$ cat config.mk
export PLATFORM = sky130hd
export DESIGN_NAME = tagged_message_deframer
export DESIGN_NICKNAME = d
export VERILOG_FILES = /design/src/hw/rtl/tmd_pkg.sv /design/src/hw/rtl/tmd_parse.sv /design/src/hw/rtl/tmd_outq.sv /design/src/hw/rtl/tagged_message_deframer.sv
export SDC_FILE = /design/constraint.sdc
export NUM_CORES = 1
export LEC_CHECK = 0
export BUFFER_PORTS_ARGS = -buffer_cell sky130_fd_sc_hd__buf_2
export CORE_ASPECT_RATIO = 0.7
export CORE_MARGIN = 2
export CORE_UTILIZATION = 40
export DETAILED_ROUTE_END_ITERATION = 8
export HOLD_SLACK_MARGIN = 0.12
export PLACE_DENSITY = 0.68
export SLEW_MARGIN = 20
export SYNTH_ARGS = -nofsm -noshare
export SYNTH_HDL_FRONTEND = slang
export SYNTH_SLANG_ARGS = --single-unit
$ cat constraint.sdc
create_clock -name i_clk -period 8.3 [get_ports i_clk]
set_input_delay 2.075 -clock i_clk [delete_from_list [all_inputs] [get_ports i_clk]]
set_output_delay 2.075 -clock i_clk [all_outputs]
set_load 0.05 [all_outputs]
$ cat src/hw/rtl/tmd_pkg.sv
// Package for the tagged message deframer.
// Holds the result item type, the configuration bundle and the shared codes.
// No dependencies.
package tmd_pkg;

    // Magic header bytes that mark a framed payload.
    localparam logic [7:0] MAGIC_0 = 8'hFF;
    localparam logic [7:0] MAGIC_1 = 8'hA3;

    // Configuration register indexes.
    localparam logic [1:0] CFG_VALUE_TYPE   = 2'd0;
    localparam logic [1:0] CFG_UNKNOWN_TYPE = 2'd1;
    localparam logic [1:0] CFG_OPTION_LIMIT = 2'd2;

    // Configuration reset values.
    localparam logic [7:0]  RST_VALUE_TYPE   = 8'd0;
    localparam logic [7:0]  RST_UNKNOWN_TYPE = 8'd255;
    localparam logic [31:0] RST_OPTION_LIMIT = 32'd1024;

    // Section tags.
    localparam logic [2:0] SEC_HEADER  = 3'd0;
    localparam logic [2:0] SEC_OPTION  = 3'd1;
    localparam logic [2:0] SEC_DATA    = 3'd2;
    localparam logic [2:0] SEC_RAW     = 3'd3;
    localparam logic [2:0] SEC_IGNORED = 3'd4;

    // Status codes.
    localparam logic [1:0] STAT_OK       = 2'd0;
    localparam logic [1:0] STAT_TRUNC    = 2'd1;
    localparam logic [1:0] STAT_OPT_OVER = 2'd2;

    // Result queue depth.
    localparam int unsigned QUEUE_DEPTH = 4;

    // Configuration registers as seen by the parser.
    typedef struct packed {
        logic [7:0]  value_type;
        logic [7:0]  unknown_type;
        logic [31:0] option_limit;
    } t_cfg;

    // One result item.
    typedef struct packed {
        logic [7:0]  byte_out;
        logic [2:0]  section;
        logic [7:0]  msg_version;
        logic [7:0]  msg_type;
        logic [31:0] option_length;
        logic [31:0] data_length;
        logic        framed;
        logic [1:0]  status;
        logic        last_out;
    } t_result;

endpackage

$ cat src/hw/rtl/tmd_parse.sv
// Byte parser of the tagged message deframer: payload state and result building.
// Depends on tmd_pkg.
module tmd_parse (
    input  logic             i_clk,
    input  logic             i_rst_n,
    input  logic             i_accept,
    input  logic [7:0]       i_byte_in,
    input  logic             i_last_in,
    input  tmd_pkg::t_cfg    i_cfg,
    output logic [1:0]       o_push_cnt,
    output tmd_pkg::t_result o_res0,
    output tmd_pkg::t_result o_res1
);
    import tmd_pkg::*;

    // Parser phases.
    localparam logic [3:0] PH_START  = 4'd0;
    localparam logic [3:0] PH_SECOND = 4'd1;
    localparam logic [3:0] PH_VER    = 4'd2;
    localparam logic [3:0] PH_TYPE   = 4'd3;
    localparam logic [3:0] PH_OLEN   = 4'd4;
    localparam logic [3:0] PH_OPT    = 4'd5;
    localparam logic [3:0] PH_DLEN   = 4'd6;
    localparam logic [3:0] PH_DATA   = 4'd7;
    localparam logic [3:0] PH_TRAIL  = 4'd8;
    localparam logic [3:0] PH_REST   = 4'd9;
    localparam logic [3:0] PH_RAW    = 4'd10;
    localparam logic [3:0] PH_OVER   = 4'd11;

    logic [3:0]  r_phase,   n_phase;
    logic [31:0] r_count,   n_count;
    logic [7:0]  r_held,    n_held;
    logic [7:0]  r_version, n_version;
    logic [7:0]  r_type,    n_type;
    logic [31:0] r_olen,    n_olen;
    logic [31:0] r_dlen,    n_dlen;
    logic        r_framed,  n_framed;
    logic [1:0]  r_status,  n_status;

    logic [2:0]  sec;
    logic        has_main;
    logic        has_two;
    logic        need_more;
    logic [1:0]  stat;
    t_result     first_res;
    t_result     main_res;

    // Next payload state and the results of one item.
    always_comb begin
        n_phase   = r_phase;
        n_count   = r_count;
        n_held    = r_held;
        n_version = r_version;
        n_type    = r_type;
        n_olen    = r_olen;
        n_dlen    = r_dlen;
        n_framed  = r_framed;
        n_status  = r_status;
        sec       = SEC_IGNORED;
        has_main  = 1'b1;
        has_two   = 1'b0;
        first_res = '0;

        unique case (r_phase)
            PH_START: begin
                if (i_last_in) begin
                    n_framed = 1'b0;
                    n_dlen   = 32'd1;
                    sec      = SEC_RAW;
                end else begin
                    n_held   = i_byte_in;
                    n_phase  = PH_SECOND;
                    has_main = 1'b0;
                end
            end
            PH_SECOND: begin
                has_two                 = 1'b1;
                first_res.byte_out      = r_held;
                first_res.msg_version   = r_version;
                first_res.option_length = r_olen;
                first_res.status        = STAT_OK;
                first_res.last_out      = 1'b0;
                if (r_held == MAGIC_0 && i_byte_in == MAGIC_1) begin
                    n_framed              = 1'b1;
                    first_res.section     = SEC_HEADER;
                    first_res.msg_type    = r_type;
                    first_res.data_length = r_dlen;
                    first_res.framed      = 1'b1;
                    sec                   = SEC_HEADER;
                    n_phase               = PH_VER;
                end else begin
                    n_framed              = 1'b0;
                    first_res.section     = SEC_RAW;
                    first_res.msg_type    = i_cfg.unknown_type;
                    first_res.data_length = 32'd1;
                    first_res.framed      = 1'b0;
                    n_dlen                = 32'd2;
                    sec                   = SEC_RAW;
                    n_phase               = PH_RAW;
                end
            end
            PH_VER: begin
                n_version = i_byte_in;
                sec       = SEC_HEADER;
                n_phase   = PH_TYPE;
            end
            PH_TYPE: begin
                n_type  = i_byte_in;
                sec     = SEC_HEADER;
                n_count = 32'd0;
                n_phase = PH_OLEN;
            end
            PH_OLEN: begin
                n_olen  = {r_olen[23:0], i_byte_in};
                sec     = SEC_HEADER;
                n_count = r_count + 32'd1;
                if (r_count == 32'd3) begin
                    if (n_olen > i_cfg.option_limit) begin
                        n_status = STAT_OPT_OVER;
                        n_phase  = PH_OVER;
                    end else if (n_olen == 32'd0) begin
                        n_count = 32'd0;
                        n_phase = (r_type == i_cfg.value_type) ? PH_DLEN : PH_REST;
                    end else begin
                        n_count = n_olen;
                        n_phase = PH_OPT;
                    end
                end
            end
            PH_OPT: begin
                sec     = SEC_OPTION;
                n_count = r_count - 32'd1;
                if (r_count == 32'd1) begin
                    n_count = 32'd0;
                    n_phase = (r_type == i_cfg.value_type) ? PH_DLEN : PH_REST;
                end
            end
            PH_DLEN: begin
                n_dlen  = {r_dlen[23:0], i_byte_in};
                sec     = SEC_HEADER;
                n_count = r_count + 32'd1;
                if (r_count == 32'd3) begin
                    n_count = n_dlen;
                    n_phase = (n_dlen == 32'd0) ? PH_TRAIL : PH_DATA;
                end
            end
            PH_DATA: begin
                sec     = SEC_DATA;
                n_count = r_count - 32'd1;
                if (r_count == 32'd1) begin
                    n_phase = PH_TRAIL;
                end
            end
            PH_REST: begin
                sec = SEC_DATA;
                if (r_dlen != 32'hFFFF_FFFF) begin
                    n_dlen = r_dlen + 32'd1;
                end
            end
            PH_RAW: begin
                sec = SEC_RAW;
                if (r_dlen != 32'hFFFF_FFFF) begin
                    n_dlen = r_dlen + 32'd1;
                end
            end
            default: begin
                sec = SEC_IGNORED;
            end
        endcase

        // A final byte that leaves a header, option or declared data section
        // unfinished reports a truncated payload, unless overflow was flagged.
        need_more = (n_phase == PH_VER)  || (n_phase == PH_TYPE) ||
                    (n_phase == PH_OLEN) || (n_phase == PH_OPT)  ||
                    (n_phase == PH_DLEN) || (n_phase == PH_DATA);
        stat = n_status;
        if (i_last_in && n_status == STAT_OK && need_more) begin
            stat = STAT_TRUNC;
        end

        main_res.byte_out      = i_byte_in;
        main_res.section       = sec;
        main_res.msg_version   = n_version;
        main_res.msg_type      = n_framed ? n_type : i_cfg.unknown_type;
        main_res.option_length = n_olen;
        main_res.data_length   = n_dlen;
        main_res.framed        = n_framed;
        main_res.status        = stat;
        main_res.last_out      = i_last_in;

        // The final byte returns all payload state to its start values.
        if (i_last_in) begin
            n_phase   = PH_START;
            n_count   = 32'd0;
            n_held    = 8'd0;
            n_version = 8'd0;
            n_type    = 8'd0;
            n_olen    = 32'd0;
            n_dlen    = 32'd0;
            n_framed  = 1'b0;
            n_status  = STAT_OK;
        end
    end

    // Results in queue order: the held first byte leads when there are two.
    always_comb begin
        if (has_two) begin
            o_res0 = first_res;
            o_res1 = main_res;
        end else begin
            o_res0 = main_res;
            o_res1 = main_res;
        end
        if (!i_accept) begin
            o_push_cnt = 2'd0;
        end else if (has_two) begin
            o_push_cnt = 2'd2;
        end else begin
            o_push_cnt = {1'b0, has_main};
        end
    end

    // Payload state registers, advanced on each accepted item.
    always_ff @(posedge i_clk) begin
        if (!i_rst_n) begin
            r_phase   <= PH_START;
            r_count   <= 32'd0;
            r_held    <= 8'd0;
            r_version <= 8'd0;
            r_type    <= 8'd0;
            r_olen    <= 32'd0;
            r_dlen    <= 32'd0;
            r_framed  <= 1'b0;
            r_status  <= STAT_OK;
        end else if (i_accept) begin
            r_phase   <= n_phase;
            r_count   <= n_count;
            r_held    <= n_held;
            r_version <= n_version;
            r_type    <= n_type;
            r_olen    <= n_olen;
            r_dlen    <= n_dlen;
            r_framed  <= n_framed;
            r_status  <= n_status;
        end
    end

endmodule

$ cat src/hw/rtl/tmd_outq.sv
// Result queue of the tagged message deframer: a short shifting queue that
// takes up to two items per cycle and hands out one when popped. Depends on tmd_pkg.
module tmd_outq (
    input  logic             i_clk,
    input  logic             i_rst_n,
    input  logic [1:0]       i_push_cnt,
    input  tmd_pkg::t_result i_res0,
    input  tmd_pkg::t_result i_res1,
    input  logic             i_pop,
    output logic             o_valid,
    output logic             o_full,
    output tmd_pkg::t_result o_head
);
    import tmd_pkg::*;

    localparam int unsigned OCC_W = $clog2(QUEUE_DEPTH + 1);

    t_result           r_slot [QUEUE_DEPTH];
    t_result           n_slot [QUEUE_DEPTH];
    logic [OCC_W-1:0]  r_occ;
    logic [OCC_W-1:0]  n_occ;
    logic [OCC_W-1:0]  base;
    logic              do_pop;

    assign do_pop  = i_pop && (r_occ != '0);
    assign base    = r_occ - OCC_W'(do_pop);
    assign n_occ   = base + OCC_W'(i_push_cnt);
    assign o_valid = (r_occ != '0);
    assign o_head  = r_slot[0];
    // Hold off input while fewer than two free places could remain.
    assign o_full  = (r_occ > OCC_W'(QUEUE_DEPTH - 2));

    // Each place shifts toward the head on a pop and loads new items at the tail.
    always_comb begin
        for (int i = 0; i < QUEUE_DEPTH; i++) begin
            if (do_pop && i < QUEUE_DEPTH - 1) begin
                n_slot[i] = r_slot[i + 1];
            end else begin
                n_slot[i] = r_slot[i];
            end
            if (i_push_cnt != 2'd0 && base == OCC_W'(i)) begin
                n_slot[i] = i_res0;
            end
            if (i_push_cnt == 2'd2 && base + OCC_W'(1) == OCC_W'(i)) begin
                n_slot[i] = i_res1;
            end
        end
    end

    // Queue places carry payload only.
    always_ff @(posedge i_clk) begin
        for (int i = 0; i < QUEUE_DEPTH; i++) begin
            r_slot[i] <= n_slot[i];
        end
    end

    // Fill level.
    always_ff @(posedge i_clk) begin
        if (!i_rst_n) begin
            r_occ <= '0;
        end else begin
            r_occ <= n_occ;
        end
    end

endmodule

$ cat src/hw/rtl/tagged_message_deframer.sv
// Tagged message deframer: results of an accepted item are registered in the
// result queue; the first byte of a payload waits for the second byte.
// Throughput is one item per cycle while the output does not stall, set by
// the single-pass parser and a four-place result queue; a payload of N bytes
// yields N results. Synchronous active-low reset clears the payload state,
// the queue and the configuration registers to their defaults.
module tagged_message_deframer (
    input  logic        i_clk,
    input  logic        i_rst_n,
    // Configuration write port.
    input  logic        i_cfg_we,
    input  logic [1:0]  i_cfg_idx,
    input  logic [31:0] i_cfg_wdata,
    // Input channel.
    input  logic        i_valid,
    output logic        o_stall,
    input  logic [7:0]  i_byte_in,
    input  logic        i_last_in,
    // Output channel.
    output logic        o_valid,
    input  logic        i_stall,
    output logic [7:0]  o_byte_out,
    output logic [2:0]  o_section,
    output logic [7:0]  o_msg_version,
    output logic [7:0]  o_msg_type,
    output logic [31:0] o_option_length,
    output logic [31:0] o_data_length,
    output logic        o_framed,
    output logic [1:0]  o_status,
    output logic        o_last_out
);
    import tmd_pkg::*;

    t_cfg       r_cfg;
    logic       accept;
    logic       q_full;
    logic [1:0] push_cnt;
    t_result    res0;
    t_result    res1;
    t_result    head;

    // Configuration registers.
    always_ff @(posedge i_clk) begin
        if (!i_rst_n) begin
            r_cfg.value_type   <= RST_VALUE_TYPE;
            r_cfg.unknown_type <= RST_UNKNOWN_TYPE;
            r_cfg.option_limit <= RST_OPTION_LIMIT;
        end else if (i_cfg_we) begin
            unique case (i_cfg_idx)
                CFG_VALUE_TYPE:   r_cfg.value_type   <= i_cfg_wdata[7:0];
                CFG_UNKNOWN_TYPE: r_cfg.unknown_type <= i_cfg_wdata[7:0];
                CFG_OPTION_LIMIT: r_cfg.option_limit <= i_cfg_wdata;
                default: begin
                end
            endcase
        end
    end

    // Input handshake.
    assign o_stall = q_full;
    assign accept  = i_valid && !q_full;

    tmd_parse u_parse (
        .i_clk      (i_clk),
        .i_rst_n    (i_rst_n),
        .i_accept   (accept),
        .i_byte_in  (i_byte_in),
        .i_last_in  (i_last_in),
        .i_cfg      (r_cfg),
        .o_push_cnt (push_cnt),
        .o_res0     (res0),
        .o_res1     (res1)
    );

    tmd_outq u_outq (
        .i_clk      (i_clk),
        .i_rst_n    (i_rst_n),
        .i_push_cnt (push_cnt),
        .i_res0     (res0),
        .i_res1     (res1),
        .i_pop      (!i_stall),
        .o_valid    (o_valid),
        .o_full     (q_full),
        .o_head     (head)
    );

    // Result item fields.
    assign o_byte_out      = head.byte_out;
    assign o_section       = head.section;
    assign o_msg_version   = head.msg_version;
    assign o_msg_type      = head.msg_type;
    assign o_option_length = head.option_length;
    assign o_data_length   = head.data_length;
    assign o_framed        = head.framed;
    assign o_status        = head.status;
    assign o_last_out      = head.last_out;

endmodule

==> impl_metrics.toml <==
[critical_path]
setup.worst_path.start = "i_stall"
worstPathArrival_ns = 5.81
reg2regPathDepth = 12
regToRegEndpoint = "u_outq.r_slot[2][93]$_DFFE_PP_"
crit_fanout = 72
crit_path_end_kind = "flip-flop"
crit_type = "in -> reg"
worstPathRequired_ns = 8.63
cpMaxStageDelayCell = "nor2_1"
worstReg2RegStart = "u_outq.r_occ[2]$_SDFF_PN0_"
start_kind = "input pin"
rrSetupSlack_ns = 3.61
path_buf_inv = 4
critPathMaxStageDelay_ns = 0.78
cp_top_family = "simple AND/OR/NAND/NOR gates"
crit_chain = "buf_2 -> nand2b_1 -> inv_1 -> ha_1 -> ha_1 -> xnor2_1 -> nand3_1 -> nor2_1 -> nor2_2 -> buf_4 -> nand2_4 -> buf_4"

[timing]
slew_violations = 0
setup_tns_ns = 0
hold_viol = 0
period_minus_slack_ns = 5.48
grt_setup_unrepaired = "no"
tightest_slew_ns = 1.24
min_period_over_period_pct = 66.0
fin_hold_ws_ns = 0.464
fin_ws_ns = 2.82
finalSetupViolCount = 0
fin_skew_ns = 0.0230
max_freq_ghz = 0.183
relSlewSlack_pct = 16.6

[pwr]
powerDensity_mw_per_mm2 = 335
leakage_nw = 11.8
ir_drop_uv = 251
power_mw = 10.3

[placed_design]
place_area_mm2 = 0.0288
numPortBuffers = 144
dpl_worst_slack_ns = 2.15
hpwl_mm = 53.7
placed_cells = 3779
gp_congestion = 0.973

[global_route]
grt_pass1_wl_mm = 122
grt_max_degree = 85
grt_pass1_vias = 20024
grt_usage_pct = 22.3
antenna_found_initial = 0
grt_overflow_total = 0

[routing]
drt_iter0_drc = 2808
wl_per_cell_um = 20.5
wirelength_mm = 79.6
vias = 21956
via_per_inst = 5.65
dr.pass1.iters = 6
drcViolationCount = 0
ant_nets = 0

[clocking]
cts_tree = "done"
clk_pin_slew_ns = 0.06
clock_latency_ns = 0.65
cts_resized = 0
ctsHoldBuffers = 0
cts_setup_buffers = 0
numCtsBuffers = 56
clockRootBuffer = "clkbuf_16"
htree_levels = 2
clock_path_buffers = 3
cts_sinks = 558

[logic_synthesis]
ys_seq_area_share_pct = 54.9
synth_area_leaders = "edfxtp_1 (42%), dfxtp_1 (13%), a21oi_1 (5.4%), nand2_1 (5.3%), nor2_1 (5.1%)"
yosysTopAreaCell = "edfxtp_1"
synth.most_common_cell = "nand2_1"
synth-seq-cells = 558
syn_nets = 2980
synth_area_per_cell_um2 = 9.44
synth.yosys.warnings = 0
synth_top_area_share_pct = 41.8
synth_commonest_cells = "nand2_1 (384), edfxtp_1 (380), nor2_1 (373)"
synth-edff-count = 380
synthFlopType = "edfxtp_1"
synth_area_mm2 = 0.0273
ys_types = 76
syn_inst = 2890
ys_async_sr_fraction_pct = 0

[min_path]
whs_path_depth = 2
hp-start = "r_cfg[19]$_SDFFE_PN0P_"
min_to = "r_cfg[19]$_SDFFE_PN0P_"
hold_class = "reg -> reg"

[job]
drv_cap = 0

[cells_and_area]
drive_gt1_share_pct = 10.8
layout.nets = 3025
fin_cells = 3884
antenna_cells = 0
final_cell_area_mm2 = 0.0307
fin_util_pct = 45.2
nFillCells = 6436
area_growth_pct = 12.5

[floorplan]
dieHeight_um = 223
die_w_um = 316
die_area_mm2 = 0.0704
coreArea_mm2 = 0.0679
placement_rows = 80
start_util_pct = 40.2
ioPinCount = 145

[run_status]
status = "finished clean"
-- logic make-up (layout without fill, tap and decap cells) --
kind of cell	after synthesis	count (layout)	synth area share (%)
buf+inv	324	416	4.52
compound gates	743	743	16.3
fa+ha+maj	42	42	1.95
xor+xnor	47	47	1.51
simple gates	1111	1111	18.5
flops	558	558	54.9
mux	65	65	2.41
-- flip-flops by register name, summed over array words and instances, names as in the netlist --
signal / flops
r_cfg: 48
u_outq.r_occ: 3
u_outq.r_slot: 380
u_parse.r_count: 32
u_parse.r_dlen: 32
u_parse.r_framed: 1
u_parse.r_held: 8
u_parse.r_olen: 32
u_parse.r_phase: 4
u_parse.r_status: 2
u_parse.r_type: 8
u_parse.r_version: 8
-- per-layer routing --
metal | global-route usage (%) | share of wire (%) | vias to the layer above
met5 | 0 | 0 | -
met1 | 34.5 | 46 | 10373
met2 | 30.7 | 41 | 1066
li1 | - | - | 10408
met4 | 5.54 | 2.0 | 0
met3 | 5.53 | 11 | 109
-- placed cells by master (no fill, tap or decap), types with 41 or more instances in the layout --
cell type / netlist / final
a21oi_1: 296 / 296
and2_1: 65 / 65
buf_2: 2 / 143
buf_4: 0 / 50
clkbuf_16: 0 / 57
dfxtp_1: 178 / 178
edfxtp_1: 380 / 380
ha_1: 41 / 41
inv_1: 115 / 115
mux2i_1: 59 / 59
nand2_1: 384 / 376
nand3_1: 59 / 59
nor2_1: 373 / 368
nor3_1: 42 / 41
o21ai_0: 175 / 173
o22ai_1: 43 / 43
-- worst reg2reg max path: cells and delay by family (launching register included) --
| kind | cells | cell delay, ns |
|---|---|---|
| flops | 1 | 0.34 |
| fa+ha+maj | 2 | 0.39 |
| xor+xnor | 1 | 0.30 |
| buf+inv | 3 | 0.76 |
| simple gates | 6 | 2.61 |
-- power breakdown --
group / switching [mW] / internal (mW) / leakage [nW]
logic: 2.55 / 0.767 / 5.88
clock network: 1.10 / 1.50 / 0.918
registers: 0.189 / 4.17 / 5.01
-- worst max-delay path by stage --
stage / slack [ns] / cells past startpoint / end
2_1_floorplan: 1.84 / 11 / u_outq.r_slot[1][0]$_DFFE_PP_
3_3_place_gp: 2.17 / 12 / u_outq.r_slot[2][86]$_DFFE_PP_
3_5_place_dp: 2.15 / 12 / u_outq.r_slot[2][23]$_DFFE_PP_
4_1_cts: 2.80 / 12 / u_outq.r_slot[2][93]$_DFFE_PP_
5_1_grt: 2.45 / 12 / u_outq.r_slot[2][88]$_DFFE_PP_
6_report: 2.82 / 12 / u_outq.r_slot[2][93]$_DFFE_PP_
-- final cells by class --
| type | instances | area, um2 | area share (%) |
|---|---|---|---|
| tap | 902 | 1130 | 3.68 |
| sequential | 558 | 15000 | 48.8 |
| clock buffer | 78 | 1560 | 5.07 |
| clock inverter | 27 | 307 | 0.999 |
| multi-input combinational | 2008 | 11200 | 36.4 |
| inverter | 116 | 435 | 1.42 |
| timing repair buffer | 195 | 1130 | 3.68 |
Power figures use the tool's default switching activity.
